`src/design/rfd_pkg.sv`:
```
// ----------------------------------------------------------------------------
// rfd_pkg
// types, codes and the crc byte update shared by the frame receiver
// ----------------------------------------------------------------------------
`default_nettype none

package rfd_pkg;

    localparam int CFG_INDEX_W = 3;
    localparam int CFG_DATA_W  = 9;

    localparam logic [CFG_INDEX_W-1:0] CFG_START_BYTE  = 3'd0;
    localparam logic [CFG_INDEX_W-1:0] CFG_DESTINATION = 3'd1;
    localparam logic [CFG_INDEX_W-1:0] CFG_BROADCAST   = 3'd2;
    localparam logic [CFG_INDEX_W-1:0] CFG_EXP_SOURCE  = 3'd3;
    localparam logic [CFG_INDEX_W-1:0] CFG_MAX_LENGTH  = 3'd4;

    localparam logic [15:0] CRC_INIT = 16'hFFFF;
    localparam logic [15:0] CRC_POLY = 16'h1021;

    localparam logic [8:0] MIN_FRAME_LEN = 9'd8;
    localparam logic [8:0] LEN_OVERHEAD  = 9'd4;
    localparam logic [8:0] APDU_OVERHEAD = 9'd8;

    localparam logic [8:0] POS_START  = 9'd0;
    localparam logic [8:0] POS_LENGTH = 9'd1;
    localparam logic [8:0] POS_DEST   = 9'd2;
    localparam logic [8:0] POS_SOURCE = 9'd3;
    localparam logic [8:0] POS_CLASS  = 9'd4;
    localparam logic [8:0] POS_OP     = 9'd5;
    localparam logic [8:0] POS_APDU   = 9'd6;

    localparam logic [1:0] OP_GET = 2'd0;
    localparam logic [1:0] OP_SET = 2'd2;

    typedef enum logic [3:0] {
        ST_INCOMPLETE = 4'd0,
        ST_OK         = 4'd1,
        ST_BAD_START  = 4'd2,
        ST_BAD_LENGTH = 4'd3,
        ST_BAD_ADDR   = 4'd4,
        ST_BAD_CRC    = 4'd5,
        ST_BAD_OP     = 4'd6,
        ST_BAD_APDU   = 4'd7,
        ST_OVERFLOW   = 4'd8
    } status_t;

    typedef enum logic [1:0] {
        PH_RECEIVING = 2'd0,
        PH_CLOSED    = 2'd1
    } phase_t;

    typedef struct packed {
        logic [7:0] start_byte;
        logic [7:0] destination;
        logic [7:0] broadcast;
        logic [7:0] exp_source;
        logic [8:0] max_length;
    } cfg_t;

    typedef struct packed {
        status_t    status;
        logic       frame_done;
        logic       payload_valid;
        logic [7:0] payload_byte;
        logic [5:0] payload_index;
        logic [7:0] frame_class;
        logic [1:0] operation;
        logic [5:0] apdu_len;
    } result_t;

    function automatic logic [15:0] crc_byte(input logic [15:0] crc, input logic [7:0] b);
        logic [15:0] v;
        v = crc ^ {b, 8'h00};
        for (int k = 0; k < 8; k++)
        begin
            if (v[15])
            begin
                v = {v[14:0], 1'b0} ^ CRC_POLY;
            end
            else
            begin
                v = {v[14:0], 1'b0};
            end
        end
        return v;
    endfunction

endpackage

`default_nettype wire

```
`src/design/rfd_cfg_regs.sv`:
```
// ----------------------------------------------------------------------------
// rfd_cfg_regs
// configuration register bank with plain write port
// ----------------------------------------------------------------------------
`default_nettype none

module rfd_cfg_regs (
    input  wire logic                            clk,
    input  wire logic                            rst_n,
    input  wire logic                            cfg_we,
    input  wire logic [rfd_pkg::CFG_INDEX_W-1:0] cfg_index,
    input  wire logic [rfd_pkg::CFG_DATA_W-1:0]  cfg_data,
    output rfd_pkg::cfg_t                        cfg
);
    import rfd_pkg::*;

    cfg_t cfg_reg;

    always_ff @(posedge clk or negedge rst_n)
    begin
        if (!rst_n)
        begin
            cfg_reg.start_byte  <= 8'd36;
            cfg_reg.destination <= 8'd1;
            cfg_reg.broadcast   <= 8'd255;
            cfg_reg.exp_source  <= 8'd255;
            cfg_reg.max_length  <= 9'd71;
        end
        else if (cfg_we)
        begin
            case (cfg_index)
                CFG_START_BYTE:  cfg_reg.start_byte  <= cfg_data[7:0];
                CFG_DESTINATION: cfg_reg.destination <= cfg_data[7:0];
                CFG_BROADCAST:   cfg_reg.broadcast   <= cfg_data[7:0];
                CFG_EXP_SOURCE:  cfg_reg.exp_source  <= cfg_data[7:0];
                CFG_MAX_LENGTH:  cfg_reg.max_length  <= cfg_data;
                default:         ;
            endcase
        end
    end

    assign cfg = cfg_reg;

endmodule

`default_nettype wire

```
`src/design/rfd_frame_core.sv`:
```
// ----------------------------------------------------------------------------
// rfd_frame_core
// frame state, crc accumulation and per-byte result logic
// ----------------------------------------------------------------------------
`default_nettype none

module rfd_frame_core (
    input  wire logic       clk,
    input  wire logic       rst_n,
    input  wire logic       advance,
    input  wire logic [7:0] rx_byte,
    input  wire logic       frame_restart,
    input  rfd_pkg::cfg_t   cfg,
    output rfd_pkg::result_t result
);
    import rfd_pkg::*;

    phase_t      phase_reg, phase_next;
    logic [8:0]  byte_count_reg, byte_count_next;
    logic [8:0]  frame_length_reg, frame_length_next;
    logic [15:0] crc_reg, crc_next;
    logic        address_ok_reg, address_ok_next;
    logic [7:0]  source_reg, source_next;
    logic [7:0]  class_reg, class_next;
    logic [7:0]  op_byte_reg, op_byte_next;
    logic [7:0]  crc_high_reg, crc_high_next;

    phase_t      phase_eff;
    logic [8:0]  pos, flen, len_b, pos_apdu;
    logic [9:0]  pos_plus2;
    logic [15:0] crc_eff, crc_want;
    logic        addr_eff;
    logic [7:0]  src_eff, cls_eff, opb_eff, crch_eff;
    logic        long_frame;

    always_ff @(posedge clk or negedge rst_n)
    begin
        if (!rst_n)
        begin
            phase_reg        <= PH_RECEIVING;
            byte_count_reg   <= '0;
            frame_length_reg <= '0;
            crc_reg          <= CRC_INIT;
            address_ok_reg   <= 1'b0;
            source_reg       <= '0;
            class_reg        <= '0;
            op_byte_reg      <= '0;
            crc_high_reg     <= '0;
        end
        else if (advance)
        begin
            phase_reg        <= phase_next;
            byte_count_reg   <= byte_count_next;
            frame_length_reg <= frame_length_next;
            crc_reg          <= crc_next;
            address_ok_reg   <= address_ok_next;
            source_reg       <= source_next;
            class_reg        <= class_next;
            op_byte_reg      <= op_byte_next;
            crc_high_reg     <= crc_high_next;
        end
    end

    always_comb
    begin
        phase_eff = frame_restart ? PH_RECEIVING : phase_reg;
        pos       = frame_restart ? 9'd0 : byte_count_reg;
        flen      = frame_restart ? 9'd0 : frame_length_reg;
        crc_eff   = frame_restart ? CRC_INIT : crc_reg;
        addr_eff  = frame_restart ? 1'b0 : address_ok_reg;
        src_eff   = frame_restart ? 8'd0 : source_reg;
        cls_eff   = frame_restart ? 8'd0 : class_reg;
        opb_eff   = frame_restart ? 8'd0 : op_byte_reg;
        crch_eff  = frame_restart ? 8'd0 : crc_high_reg;

        pos_plus2  = {1'b0, pos} + 10'd2;
        len_b      = {1'b0, rx_byte} + LEN_OVERHEAD;
        pos_apdu   = pos - POS_APDU;
        long_frame = (flen >= MIN_FRAME_LEN);
        crc_want   = ~crc_eff;

        phase_next        = phase_eff;
        byte_count_next   = pos;
        frame_length_next = flen;
        crc_next          = crc_eff;
        address_ok_next   = addr_eff;
        source_next       = src_eff;
        class_next        = cls_eff;
        op_byte_next      = opb_eff;
        crc_high_next     = crch_eff;

        result = '0;
        result.status = ST_INCOMPLETE;

        case (phase_eff)
            PH_RECEIVING:
            begin
                byte_count_next = pos + 9'd1;
                if (pos == POS_START)
                begin
                    if (rx_byte != cfg.start_byte)
                    begin
                        result.status     = ST_BAD_START;
                        result.frame_done = 1'b1;
                        phase_next        = PH_CLOSED;
                    end
                end
                else if (pos == POS_LENGTH)
                begin
                    if (len_b < MIN_FRAME_LEN || len_b > cfg.max_length)
                    begin
                        result.status     = ST_BAD_LENGTH;
                        result.frame_done = 1'b1;
                        phase_next        = PH_CLOSED;
                    end
                    else
                    begin
                        frame_length_next = len_b;
                        crc_next          = crc_byte(crc_eff, rx_byte);
                    end
                end
                else if (long_frame && pos_plus2 < {1'b0, flen})
                begin
                    crc_next = crc_byte(crc_eff, rx_byte);
                    if (pos == POS_DEST)
                    begin
                        address_ok_next = (rx_byte == cfg.destination);
                    end
                    else if (pos == POS_SOURCE)
                    begin
                        source_next = rx_byte;
                        if (rx_byte == cfg.broadcast)
                        begin
                            address_ok_next = 1'b0;
                        end
                    end
                    else if (pos == POS_CLASS)
                    begin
                        class_next = rx_byte;
                    end
                    else if (pos == POS_OP)
                    begin
                        op_byte_next = rx_byte;
                    end
                    else
                    begin
                        result.payload_valid = 1'b1;
                        result.payload_byte  = rx_byte;
                        result.payload_index = pos_apdu[5:0];
                    end
                end
                else if (long_frame && pos_plus2 == {1'b0, flen})
                begin
                    crc_high_next = rx_byte;
                end
                else
                begin
                    result.frame_done = 1'b1;
                    phase_next        = PH_CLOSED;
                    if (!addr_eff)
                    begin
                        result.status = ST_BAD_ADDR;
                    end
                    else if ({crch_eff, rx_byte} != crc_want)
                    begin
                        result.status = ST_BAD_CRC;
                    end
                    else if (src_eff != cfg.exp_source)
                    begin
                        result.status = ST_BAD_ADDR;
                    end
                    else if (opb_eff[7:6] != OP_GET && opb_eff[7:6] != OP_SET)
                    begin
                        result.status = ST_BAD_OP;
                    end
                    else if ({3'b000, opb_eff[5:0]} + APDU_OVERHEAD != flen)
                    begin
                        result.status = ST_BAD_APDU;
                    end
                    else
                    begin
                        result.status      = ST_OK;
                        result.frame_class = cls_eff;
                        result.operation   = opb_eff[7:6];
                        result.apdu_len    = opb_eff[5:0];
                    end
                end
            end
            default:
            begin
                result.status     = ST_OVERFLOW;
                result.frame_done = 1'b1;
            end
        endcase
    end

endmodule

`default_nettype wire

```
`src/design/response_frame_deframer_crc.sv`:
```
// ----------------------------------------------------------------------------
// response_frame_deframer_crc
// length-prefixed response frame receiver with crc-16 check and apdu stream
// ----------------------------------------------------------------------------
//  channel  handshake              word
//  in       in_valid / in_ready    rx_byte, frame_restart
//  out      out_valid / out_ready  status, frame_done, payload_*, frame_class,
//                                  operation, apdu_len
//  cfg      cfg_we                 cfg_index, cfg_data
//
//  one byte per cycle sustained while results are taken; each byte passes the input register, then the result register
//  the byte crc update, frame compares and state update sit between the
//  input register and the result register
//  reset loads register defaults and clears frame state
//  a stalled result holds its register; the input register still takes one
//  more byte, then in_ready drops until the result is taken
// ----------------------------------------------------------------------------
`default_nettype none

module response_frame_deframer_crc (
    input  wire logic                            clk,
    input  wire logic                            rst_n,
    input  wire logic                            in_valid,
    output logic                                 in_ready,
    input  wire logic [7:0]                      rx_byte,
    input  wire logic                            frame_restart,
    output logic                                 out_valid,
    input  wire logic                            out_ready,
    output logic [3:0]                           status,
    output logic                                 frame_done,
    output logic                                 payload_valid,
    output logic [7:0]                           payload_byte,
    output logic [5:0]                           payload_index,
    output logic [7:0]                           frame_class,
    output logic [1:0]                           operation,
    output logic [5:0]                           apdu_len,
    input  wire logic                            cfg_we,
    input  wire logic [rfd_pkg::CFG_INDEX_W-1:0] cfg_index,
    input  wire logic [rfd_pkg::CFG_DATA_W-1:0]  cfg_data
);
    import rfd_pkg::*;

    cfg_t       cfg;
    result_t    result;
    result_t    out_reg;
    logic       out_valid_reg;
    logic       in_valid_reg;
    logic [7:0] byte_reg;
    logic       restart_reg;
    logic       advance;

    assign advance  = in_valid_reg && (!out_valid_reg || out_ready);
    assign in_ready = !in_valid_reg || advance;

    rfd_cfg_regs u_cfg (
        .clk       (clk),
        .rst_n     (rst_n),
        .cfg_we    (cfg_we),
        .cfg_index (cfg_index),
        .cfg_data  (cfg_data),
        .cfg       (cfg)
    );

    rfd_frame_core u_core (
        .clk           (clk),
        .rst_n         (rst_n),
        .advance       (advance),
        .rx_byte       (byte_reg),
        .frame_restart (restart_reg),
        .cfg           (cfg),
        .result        (result)
    );

    always_ff @(posedge clk or negedge rst_n)
    begin
        if (!rst_n)
        begin
            in_valid_reg <= 1'b0;
        end
        else if (in_ready)
        begin
            in_valid_reg <= in_valid;
        end
    end

    always_ff @(posedge clk)
    begin
        if (in_valid && in_ready)
        begin
            byte_reg    <= rx_byte;
            restart_reg <= frame_restart;
        end
    end

    always_ff @(posedge clk or negedge rst_n)
    begin
        if (!rst_n)
        begin
            out_valid_reg <= 1'b0;
        end
        else if (advance)
        begin
            out_valid_reg <= 1'b1;
        end
        else if (out_ready)
        begin
            out_valid_reg <= 1'b0;
        end
    end

    always_ff @(posedge clk)
    begin
        if (advance)
        begin
            out_reg <= result;
        end
    end

    assign out_valid     = out_valid_reg;
    assign status        = out_reg.status;
    assign frame_done    = out_reg.frame_done;
    assign payload_valid = out_reg.payload_valid;
    assign payload_byte  = out_reg.payload_byte;
    assign payload_index = out_reg.payload_index;
    assign frame_class   = out_reg.frame_class;
    assign operation     = out_reg.operation;
    assign apdu_len      = out_reg.apdu_len;

`ifndef SYNTHESIS
    a_done_matches_status: assert property (@(posedge clk) disable iff (!rst_n)
        out_valid |-> (frame_done == (status != ST_INCOMPLETE)))
        else $error("frame_done disagrees with status");

    a_payload_not_final: assert property (@(posedge clk) disable iff (!rst_n)
        out_valid |-> !(payload_valid && frame_done))
        else $error("apdu byte flagged on a final status");

    a_stall_cause: assert property (@(posedge clk) disable iff (!rst_n)
        !in_ready |-> (in_valid_reg && out_valid_reg && !out_ready))
        else $error("input stalled without a blocked result");

    a_ok_operation: assert property (@(posedge clk) disable iff (!rst_n)
        (out_valid && status == ST_OK) |-> (operation == OP_GET || operation == OP_SET))
        else $error("ok status with an invalid operation");
`endif

endmodule

`default_nettype wire

```
`config.mk`:
```
export PLATFORM = sky130hd
export DESIGN_NAME = response_frame_deframer_crc
export DESIGN_NICKNAME = d
export VERILOG_FILES = /design/src/design/rfd_pkg.sv /design/src/design/rfd_cfg_regs.sv /design/src/design/rfd_frame_core.sv /design/src/design/response_frame_deframer_crc.sv
export SDC_FILE = /design/constraint.sdc
export NUM_CORES = 1
export LEC_CHECK = 0
export ABC_CLOCK_PERIOD_IN_PS = 7600
export BUFFER_PORTS_ARGS = -buffer_cell sky130_fd_sc_hd__buf_4
export CAP_MARGIN = 20
export CORE_MARGIN = 2
export CORE_UTILIZATION = 50
export DETAILED_ROUTE_END_ITERATION = 8
export MAX_ROUTING_LAYER = met4
export PLACE_DENSITY = 0.68
export SYNTH_ARGS = -nofsm -noshare
export SYNTH_HDL_FRONTEND = slang
export SYNTH_SLANG_ARGS = --single-unit
```
`constraint.sdc`:
```
create_clock -name clk -period 7.6 [get_ports clk]
set_clock_uncertainty 0.2 [all_clocks]
set_input_delay 1.14 -clock clk [delete_from_list [all_inputs] [get_ports clk]]
set_output_delay 1.14 -clock clk [all_outputs]
set_load 0.05 [all_outputs]
```
; ---- Word-level counts from Yosys, hierarchy flattened
; Cells that the tools add are included.
[word_totals]
regBits = 157
input_bits = 26
out_inout_bits = 38
word_cells = 239
[op_classes]
add_sub_neg = 5
n_lt_le_gt_ge = 4
n_eq_ne = 17
mux = 144
n_bitwise = 20
reduce_logical = 23
[ops]
columns = op, count
row1 = $mux W16, 62
row2 = $mux W8, 30
row3 = $mux W13, 15
row4 = $mux W9, 7
row5 = $not A3 Y3, 15
row6 = $mux W5, 4
row7 = $eq A9 B2 Y1 const B, 2
row8 = $eq A9 B3 Y1 const B, 2
row9 = $eq A8 B8 Y1, 2
row10 = $mux W2, 8
row11 = $ne A16 B16 Y1, 1
row12 = $ne A8 B8 Y1, 2
row13 = $not A16 Y16, 1
row14 = $xor A16 B16 Y16, 1
row15 = $mux W15, 1
row16 = $mux W3, 4
row17 = $mux W4, 3
row18 = $add A9 B2 Y10 const B, 1
row19 = $eq A10 B9 Y1, 1
row20 = $lt A10 B9 Y1, 1
row21 = $mux W1, 10
row22 = $reduce_and A2 Y1, 5
row23 = $reduce_or A10 Y1, 1
row24 = $add A8 B3 Y9 const B, 1
row25 = 22 further kinds, 33

; ---- Longest topological paths before layout
[depth]
ltp_word = 50
depth_mapped = 18
ltp_nobuf = 15

; ---- Hierarchy
; From an unflattened synthesis, not the netlist that was laid out.
[hier_totals]
cells_unflattened = 797
area_unflattened_um2 = 8727.1
[modules_own_cells]
columns = mod, instances, cells_per_inst, area_per_inst_um2, seq_area_each_um2
row1 = rfd_frame_core, 1, 654, 5677.9, 1746.7
row2 = rfd_cfg_regs, 1, 90, 1594.0, 1054.8
row3 = response_frame_deframer_crc, 1, 53, 1455.1, 1401.3

; ---- Worst setup path after synthesis
; OpenSTA, ideal clock, no wires.
[synth_path]
path_kind = register to register
startpoint = register restart_reg
endpoint = register u_core.op_byte_reg[6]
setup_ns = 0.136
arrival_time_ns = 3.546
path_slack_ns = 3.718
path_stages_with_launch = 16
path_cell_list = edfxtp_1 > buf_4 > clkbuf_1 > clkbuf_1 > clkbuf_1 > nor2b_1 > xnor2_1 > ha_1 > a211o_1 > a21oi_1 > a31oi_1 > or2_2 > clkbuf_1 > a2111oi_0 > o21ai_0 > o2bb2ai_1
[synth_via]
elab_chain_len = 10
word_cells_on_any_way = 23
classes_between = add/sub: 1 / order compare: 2 / eq/ne: 5 / mux: 12 / reduce/logical: 3
[synth_lines]
columns = item, line
row1 = "start, declared", response_frame_deframer_crc.sv:49  ; logic restart_reg;
row2 = "start signal, assigned", response_frame_deframer_crc.sv:91  ; restart_reg <= frame_restart;
row3 = branches (longest 9 deep; another with $add A9 B2 Y10), --
row4 = $mux W8 *, rfd_frame_core.sv:95  ; case (phase_eff)
row5 = "end signal, assigned", rfd_frame_core.sv:59  ; op_byte_reg <= op_byte_next;
row6 = "end, declared", rfd_frame_core.sv:25  ; logic [7:0] op_byte_reg, op_byte_next;
; Mark *: on every way between the ends.
; A chain may end at the register's enable or synchronous reset.

; ---- Worst setup path in the final report
[layout_path]
startpoint = register restart_reg
endpoint = register out_reg (netlist bit apdu_len[1]), data pin
[layout_via]
elab_chain_len = 5
word_cells_on_any_way = 28
classes_between = add/sub: 2 / order compare: 2 / eq/ne: 6 / mux: 8 / bitwise: 3 / reduce/logical: 7
[layout_lines]
columns = item, line
row1 = $mux W9, rfd_frame_core.sv:67  ; pos = frame_restart ? 9'd0 : byte_count_reg;
row2 = $add A9 B2 Y10, rfd_frame_core.sv:76  ; pos_plus2 = {1'b0, pos} + 10'd2;
row3 = $lt A10 B9 Y1 / $eq A10 B9 Y1 (equally long branches), "rfd_frame_core.sv:122, rfd_frame_core.sv:152"
row4 = "$logic_and A1 B1 Y1, on equally long branches", "rfd_frame_core.sv:122, rfd_frame_core.sv:152"
row5 = $reduce_or A10 Y1 (no source line), --
row6 = "end signal, assigned", response_frame_deframer_crc.sv:115  ; out_reg <= result;
row7 = "end, declared", response_frame_deframer_crc.sv:45  ; result_t out_reg;
; Parallel ways exist; a longest one is shown, timed or not.

==> summary.md <==
| Metric | Value |
|---|---|
| Antenna Nets Post-Route | `0` |
| CP Max Fanout | `59` |
| Async SR Flop Fraction | `0.713` |
| Clock sink total | `157` |
| Post_cts resized | `0` |
| Setup TNS | `0 ns` |
| Synth unique cells | `76` |
| R2R Setup Slk | `~2.7 ns` |
| Status | `complete, no violations` |
| Final Core Density | `0.587` |
| Ports | `64` |
| P_leak | `4.02 nW` |
| FF-to-FF Start | `restart_reg` |
| CTS tree | `done` |
| Die width | `134 µm` |
| Total track usage | `0.257` |
| Fraction of layout instances using a drive strength above 1 | `0.228` |
| Die area | `between 0.015 and 0.02 mm²` |
| Seq cells post-synth | `between 150 and 200` |
| Vias | `roughly 6400` |
| Hold Buf Count CTS | `0` |
| Largest delay contributor family on the critical path | `simple AND/OR/NAND/NOR gates` |
| Post-CTS Setup Inserts | `0` |
| Startpoint types | `flip-flop` |
| EDFF count, synth | `45` |
| Cts bufs inserted | `17` |
| Synth area leaders | `dfrtp_1 22%, edfxtp_1 16%, dfstp_2 12%` |
| Placed Instance Area | `about 0.009 mm²` |
| CP Capture Type | `flip-flop` |
| Initial DRC count | `536` |
| H-tree levels | `4` |
| Post-synth top cells | `88 x nand2_1, 73 x dfrtp_1, 51 x nor2_1` |
| Max_cap viols | `0` |
| Largest area contributor in the netlist | `dfrtp_1` |
| Total wire length | `21.4 mm` |
| Switching share of power | `0.324` |
| Sw power | `839 µW` |
| Crit path time final | `4.93 ns` |
| CP max stage delay | `0.58 ns` |
| Post-synth top area share | `0.216` |
| VDD IR max | `0.179 mV` |
| Sequential-to-total area share from yosys stat | `0.498` |
| Logic pwr share | `0.240` |
| CTS clk-pin slew, worst paths | `0.07 ns` |
| Worst-Skew Late Latency | `0.44 ns` |
| Nets | `911` |
| Number of global-route vias before repair | `6251` |
| Internal power | `1.75 mW` |
| CP Buf/Inv Count | `3` |
| Hold Path End | `u_core.address_ok_reg` |
| Final Hold Vio Count | `0` |
| Post-synthesis average cell area | `~11 µm²` |
| Mapped Area | `0.00844 mm²` |
| Post-route cell area | `around 0.0097 mm²` |
| Post-DP HPWL | `roughly 15 mm` |
| Fmax | `~200 MHz` |
| Min-Delay Path Class | `flip-flop to flip-flop` |
| WS Path Type | `flip-flop to flip-flop` |
| Initial core utilization | `0.511` |
| IO Port Bufs | `63` |
| GP Congestion | `0.918` |
| Top_reg_cell synth | `dfrtp_1` |
| Hold Path Depth | `1` |
| Pre-antenna DRT Iters | `5` |
| Sequential fraction of design power | `0.431` |
| Clock Power Share | `0.329` |
| Placed cells | `roughly 1100` |
| Via density per instance | `5.82` |
| Num rows | `47` |
| Most numerous cell in the Yosys netlist | `nand2_1` |
| Worst path arrival time | `approximately 5.0 ns` |
| Synth warn | `0` |
| Fin. max-slew vios | `0` |
| Largest net degree at the start of global routing | `60` |
| Net count after synthesis | `854` |
| Core area | `0.0165 mm²` |
| CP max-delay cell | `and4b_1` |
| Drc violations | `0` |
| PD cells | `267 mW/mm²` |
| Pin slew with the least headroom to its limit | `0.978 ns` |
| Worst-case clock buffer depth | `2` |
| Max-slew headroom | `0.346` |
| First-pass GRT wire length | `34.3 mm` |
| Antenna Cells | `0` |
| Final Instance Count excl. Fillers | `1093` |
| Initial antenna violation count | `0` |
| WP data required | `approximately 7.7 ns` |
| Grt total ovfl | `0` |
| Period utilization | `0.649` |
| Mapped Cells | `803` |
| Worst R2R Path Depth | `16` |
| Max reg flops | `41` |
| Wirelength per Cell | `19.6 µm` |
| Setup violations, final | `0` |
| RSZ-0062 raised after global routing | `no` |
| Area growth, synth to finish | `14.9%` |
| Critical R2R Capture | `apdu_len[1]` |
| Total power | `roughly 2.6 mW` |
| Clock root cell | `clkbuf_16` |
| Hold Startpoint | `u_core.address_ok_reg` |
| Worst-path cell chain | `buf_4, inv_2, nand2_1, inv_1, ha_1, nand3_1, xor2_1, nor2_1, ha_1, nand4_1, o21bai_1, a31oi_1, nor2_1, nor3_1, and4b_1, and2_1` |
| DIE HEIGHT | `134 µm` |
power groups by stage:
stage,Clock [mW],Sequential (mW),Combinational (mW)
2_1_floorplan,0,1.16,0.405
3_3_place_gp,0,1.12,0.599
3_5_place_dp,0,1.13,0.614
4_1_cts,0.859,1.12,0.618
5_1_grt,0.896,1.13,0.679
6_report,0.853,1.12,0.621
logic make-up after synthesis:
logic type / after synthesis / synth area share
other cells: 1 / 0.000444
buf+inv: 66 / 0.0336
xor+xnor: 78 / 0.0831
compound gates: 155 / 0.123
simple gates: 280 / 0.172
fa+ha+maj: 25 / 0.0370
flops: 157 / 0.498
mux: 41 / 0.0536
area by class of cell:
cell class | count | area (µm²)
Clock buffer | 19 | 464
Inverter | 27 | 101
Tap cell | 220 | 275
Timing Repair Buffer | 77 | 576
Multi-Input combinational cell | 580 | 3960
Clock inverter | 13 | 129
Sequential cell | 157 | 4200
Fill cell | 1426 | 6820
metal layers:
layer | vias to the layer above | track usage | routed length [µm]
met4 | 0 | 0.0875 | 607
met5 | - | - | 0
met2 | 219 | 0.398 | 9950
met1 | 3112 | 0.343 | 9710
li1 | 2986 | - | -
met3 | 48 | 0.0465 | 1120
metrics by stage:
stage	worst slack [ns]	hold WS [ns]
floorplan	3.72	0.242
global placement	2.85	0.252
detailed placement	2.70	0.258
CTS	2.66	0.272
global route	2.34	0.316
finish	2.67	0.271
worst max path at each step:
stage / start / end / slack (ns) / cells past startpoint
after floorplan: restart_reg / u_core.op_byte_reg[6] / 3.72 / 15
after global placement: restart_reg / payload_index[4] / 2.85 / 15
after detailed placement: restart_reg / payload_index[4] / 2.70 / 15
after CTS: restart_reg / payload_index[4] / 2.66 / 15
after global routing: restart_reg / frame_class[5] / 2.34 / 16
final: restart_reg / apdu_len[1] / 2.67 / 16
placed cells by master, fill, tap and decap left out, types with 3 or more instances in the layout:
| master | count |
|---|---|
| nand2_1 | 88 |
| buf_4 | 75 |
| dfrtp_1 | 73 |
| nor2_1 | 51 |
| o21ai_0 | 47 |
| edfxtp_1 | 45 |
| xor2_1 | 40 |
| dfstp_2 | 39 |
| xnor2_1 | 37 |
| mux2_2 | 34 |
| a21oi_1 | 26 |
| and2_1 | 26 |
| ha_1 | 25 |
| inv_1 | 24 |
| a22o_1 | 23 |
| nor4_1 | 20 |
| clkbuf_16 | 18 |
| nand3_1 | 15 |
| nor3_1 | 13 |
| nor2b_1 | 11 |
| nand4_1 | 10 |
| a31oi_1 | 7 |
| mux2i_1 | 7 |
| o31ai_1 | 7 |
| a2bb2oi_1 | 6 |
| and3_1 | 5 |
| or3_1 | 5 |
| nor4bb_1 | 5 |
| o32ai_1 | 5 |
| a21o_1 | 4 |
| a2111oi_0 | 4 |
| clkinv_4 | 4 |
| nand2b_1 | 3 |
| and4_1 | 3 |
| or2_2 | 3 |
| nor3b_1 | 3 |
| o211ai_1 | 3 |
| a21boi_0 | 3 |
No activity file was read; power rests on OpenSTA's default activity.
